===== src/rtl/core/qte_pkg.sv =====
// Shared constants, types and the arctangent table for the quaternion-to-Euler block.
`timescale 1ns / 1ps
package qte_pkg;

  localparam int CORDIC_ITERATIONS = 16;
  localparam int CORDIC_STAGES = (CORDIC_ITERATIONS > 24) ? 24 : CORDIC_ITERATIONS;

  localparam int QW = 16;     // quaternion component width
  localparam int PW = 32;     // 16x16 product width
  localparam int TW = 34;     // product-term width (2*(a+b))
  localparam int RW = 58;     // root remainder width
  localparam int ROOT_W = 29; // integer root of a value up to 2^56
  localparam int CW = 38;     // CORDIC x/y width
  localparam int AW = 26;     // CORDIC angle width, 2^-15 degree units
  localparam int LANES = 3;

  localparam int LANE_PITCH = 0;
  localparam int LANE_ROLL = 1;
  localparam int LANE_YAW = 2;

  localparam logic signed [TW-1:0] ONE_Q28 = TW'(64'sd268435456);
  localparam logic signed [TW-1:0] NEG_ONE_Q28 = -ONE_Q28;
  localparam logic [RW-1:0] ONE_Q56 = RW'(1) << 56;
  localparam logic signed [AW-1:0] DEG90 = AW'(90 * 32768);
  localparam logic signed [AW-1:0] DEG180 = AW'(180 * 32768);
  localparam int PITCH_LIM = 11520;
  localparam int ANGLE_LIM = 23040;

  typedef struct packed {
    logic signed [TW-1:0] sp;
    logic signed [TW-1:0] sr;
    logic signed [TW-1:0] cr;
    logic signed [TW-1:0] sy;
    logic signed [TW-1:0] cy;
    logic [RW-1:0]        rem;
    logic                 lock_pos;
    logic                 lock_neg;
  } front_item_t;

  typedef struct packed {
    logic signed [TW-1:0] sp;
    logic signed [TW-1:0] sr;
    logic signed [TW-1:0] cr;
    logic signed [TW-1:0] sy;
    logic signed [TW-1:0] cy;
    logic [ROOT_W-1:0]    root;
    logic                 lock_pos;
    logic                 lock_neg;
  } back_item_t;

  // atan(2^-i) in degrees, scaled by 2^15
  function automatic logic signed [AW-1:0] atan_step(input int i);
    logic signed [AW-1:0] v;
    case (i)
      0: v = AW'(1474560);
      1: v = AW'(870484);
      2: v = AW'(459940);
      3: v = AW'(233473);
      4: v = AW'(117189);
      5: v = AW'(58652);
      6: v = AW'(29333);
      7: v = AW'(14667);
      8: v = AW'(7334);
      9: v = AW'(3667);
      10: v = AW'(1833);
      11: v = AW'(917);
      12: v = AW'(458);
      13: v = AW'(229);
      14: v = AW'(115);
      15: v = AW'(57);
      16: v = AW'(29);
      17: v = AW'(14);
      18: v = AW'(7);
      19: v = AW'(4);
      20: v = AW'(2);
      21: v = AW'(1);
      default: v = '0;
    endcase
    return v;
  endfunction

endpackage


===== src/rtl/core/qte_queue.sv =====
// Two-entry queue between the front end and the back end.
`timescale 1ns / 1ps
module qte_queue (
  input  logic                 clk,
  input  logic                 rst,
  input  logic                 push,
  input  qte_pkg::front_item_t push_item,
  output logic                 pop,
  output qte_pkg::front_item_t pop_item,
  output logic                 full
);

  qte_pkg::front_item_t mem [0:1];
  logic wptr, rptr;
  logic [1:0] count;

  assign pop = (count != 2'd0);
  assign full = (count == 2'd2);
  assign pop_item = mem[rptr];

  always_ff @(posedge clk) begin
    if (rst) begin
      wptr <= 1'b0;
      rptr <= 1'b0;
      count <= 2'd0;
    end else begin
      if (push) begin
        wptr <= ~wptr;
      end
      if (pop) begin
        rptr <= ~rptr;
      end
      count <= count + 2'(push) - 2'(pop);
    end
    if (push) begin
      mem[wptr] <= push_item;
    end
  end

endmodule


===== config.mk =====
export PLATFORM = sky130hd
export DESIGN_NAME = qte_queue
export DESIGN_NICKNAME = d
export VERILOG_FILES = /design/src/rtl/core/qte_pkg.sv /design/src/rtl/core/qte_queue.sv
export SDC_FILE = /design/constraint.sdc
export NUM_CORES = 1
export LEC_CHECK = 0
export BUFFER_PORTS_ARGS = -buffer_cell sky130_fd_sc_hd__buf_4
export CORE_MARGIN = 2
export CORE_UTILIZATION = 40
export DETAILED_ROUTE_END_ITERATION = 8
export GPL_ROUTABILITY_DRIVEN = 0
export SLEW_MARGIN = 40
export SYNTH_ARGS = -nofsm -noshare
export SYNTH_HDL_FRONTEND = slang
export SYNTH_SLANG_ARGS = --single-unit
export TNS_END_PERCENT = 20

===== constraint.sdc =====
create_clock -name clk -period 17.5 [get_ports clk]
set_input_delay 3.5 -clock clk [delete_from_list [all_inputs] [get_ports clk]]
set_output_delay 3.5 -clock clk [all_outputs]
set_load 0.05 [all_outputs]

==> impl_metrics.ini <==
[outcome]
outcome = complete, no violations

[timing]
tns_ns = 0
setup_viol_count_final = 0
finalCriticalPeriod_ns = 6.098
clock_skew_ns = 0.01115
slew_viol_final = 0
hold_violations = 0
worst_slew_pin_slew_ns = 0.7509
relSlewSlack_pct = 49.94
fmax_mhz = 164.0
rsz0062_at_grt = false
hold_slack_ns = 0.5697
period_share_pct = 34.85

[logic_synthesis]
yosysTopAreaCell = edfxtp_1
synth.avg_cell_area_sq_um = 24.19
synth_area_sq_um = 17830
synthDominantCellAreaShare_pct = 77.48
async_flop_share_pct = 0
ys_ff_latch = 465
ys_types = 18
synth_area_leaders = edfxtp_1 77%, mux2_4 17%, buf_12 2.5%
synth_nets = 971
synthMostInstantiatedCell = edfxtp_1
synth_warnings = 0
dominantRegCellSynth = edfxtp_1
yosysSeqAreaShare_pct = 78.04
synth_commonest_cells = 460 x edfxtp_1, 200 x mux2_4, 30 x mux2_2
synth_edf_count = 460
syn_inst = 737

[clock_network]
htree_levels = 2
cts.sinks = 465
cts_resized = 0
cts-buffers-inserted = 49
clockBufferDepth = 3
cts_tree = built
post_cts_buffers = 0
ctsRootBufferMaster = clkbuf_16
insertion_delay_ns = 0.57
clk_pin_slew_ns = 0.06
cts-hold-fix-buffers = 0

[layout]
drive_gt1_share_pct = 61.07
nets = 1471
fill_cells = 3578
instances_no_fill = 1868
syn2layout_area_growth_pct = 31.12

[setup_path]
worst_r2r_startpoint = wptr
crit_type = flip-flop to primary output
path_buf_inv = 3
cp_slowest_cell = dfxtp_4
r2r_setup_slack_ns = 14.68
cp_slowest_stage_delay_ns = 0.65
cp_top_family = buffers and inverters
rr_worst_depth = 3
cp_data_required_time_ns = 14.00
critPathLaunchType = flip-flop
end_kind = primary output
crit-reg2reg-capture = mem[1][206]
crit_chain = buf_12, buf_16, mux2_2, buf_4
cp_max_fo = 61
arrival_ns = 2.60

[placement]
portBuffers = 464
dp_cells = 1778
dp_hpwl_um = 25500

[floorplanning]
core_region_area_sq_um = 44120
die-area_sq_um = 46280
initial_core_util_pct = 40.40
num_rows = 77
die_width_um = 215.1
die-height_um = 215.1
design.portCount = 465

[power]
ir_worst_vdd_v = 0.0001077
cellLeakagePower_uw = 0.009068
power_density_nw_per_um2 = 119.5

[grt]
grt-ovfl-total = 0
grt_max_degree = 88
grt_first_pass_wirelength_um = 54450
grt_usage_pct = 15.79
antenna_found_initial = 6
grt_pass1_vias = 8895

[drt]
antenna_left = 0
route.detailed.drc = 0
first_iter_violations = 448
dr_total_vias = 8663
routed_wl_um = 37910
drt-pass1-iter-count = 4
wire_per_inst_um = 20.29
vias_per_cell = 4.638

[flow_run]
max-cap-violations = 0

[hold_path]
hp-class = flip-flop to flip-flop
min_to = rptr
hold_start = rptr
hold_depth = 2
==> per-stage QoR <==
step           total power [uW]  cell area, sq um  utilization, %  worst slack (ns)
6_report                   2793             23380           52.98             11.40
4_1_cts                    2833             23370           52.97             11.29
3_3_place_gp               1806             21680           49.13             11.16
3_5_place_dp               1813             21790           49.39             11.40
2_1_floorplan              1684             17830               -             3.243
5_1_grt                    2887             23380           52.98             11.27
==> cell families (layout without fill, tap and decap cells) <==
kind of cell	Yosys count	after routing	synth area share (%)
AND/OR/NAND/NOR	11	11	0.3579
buffers and inverters	26	563	2.618
multiplexers	230	230	18.74
flip-flops	465	465	78.04
AO/OA/AOI/OAI	3	3	0.1263
adder cells (fa/ha/maj)	1	1	0.07017
XOR/XNOR	1	1	0.04914
other	0	2	0
==> cell type report <==
cell class,instances,area [sq um],area share [%]
clock inverter,29,270.3,1.156
multi-input combinational,246,3458,14.79
tap,592,740.7,3.169
antenna,2,5.005,0.02141
clock buffer,59,1306,5.588
sequential,465,13920,59.54
timing repair buffer,475,3679,15.74
==> worst max path at each step <==
stage	start	to	slack, ns	cells after the start
detailed placement	push	mem[1][229]	11.40	4
CTS	flip-flop	pop_item[22]	11.29	4
finish	flip-flop	pop_item[22]	11.40	4
global route	flip-flop	pop_item[22]	11.27	4
global placement	push	mem[1][204]	11.16	4
floorplan	push	mem[0][0]	3.24	1
==> worst min-delay path, delay by kind of cell, from the launching register on <==
kind / cells / cell delay, ns
compound gates: 1 / 0.15
flops: 1 / 0.33
simple gates: 1 / 0.05
==> power breakdown <==
group / internal (uW) / switching [uW] / leakage (uW)
clock network: 603 / 407 / 0.000764
registers: 1300 / 16.4 / 0.00436
logic: 175 / 291 / 0.00394
total: 2080 / 715 / 0.00907
==> cell usage in the layout (no fill, tap or decap) <==
| cell type | instances |
|---|---|
| diode_2 | 2 |
| mux2_2 | 30 |
| dfxtp_1 | 4 |
| nor3_1 | 3 |
| a21bo_2 | 1 |
| clkinv_2 | 7 |
| and2_4 | 1 |
| buf_16 | 3 |
| or2_2 | 1 |
| clkinvlp_4 | 3 |
| dfxtp_4 | 1 |
| bufinv_16 | 5 |
| nor2b_1 | 3 |
| inv_6 | 2 |
| xnor2_1 | 1 |
| clkbuf_1 | 8 |
| clkinv_1 | 12 |
| mux2_4 | 200 |
| buf_12 | 3 |
| o21a_1 | 1 |
| clkbuf_16 | 51 |
| edfxtp_1 | 460 |
| nor2b_4 | 1 |
| nor2_1 | 1 |
| buf_4 | 465 |
| nand3b_1 | 1 |
| buf_6 | 4 |
| a21oi_1 | 1 |
| ha_1 | 1 |
==> metal layers <==
metal  part of all wire [%]  up-vias  track usage (%)
li1                       -     3950                -
met1                     39     4316            18.52
met2                     49      321            25.75
met3                     10       68            6.921
met4                    2.5        8            5.747
met5                   0.15        -                0
==> state kept, by name, indices dropped and copies added (netlist names), named ones only <==
name / count
rptr: 1
count: 2
mem: 460
wptr: 1
Power figures use the tool's default switching activity.
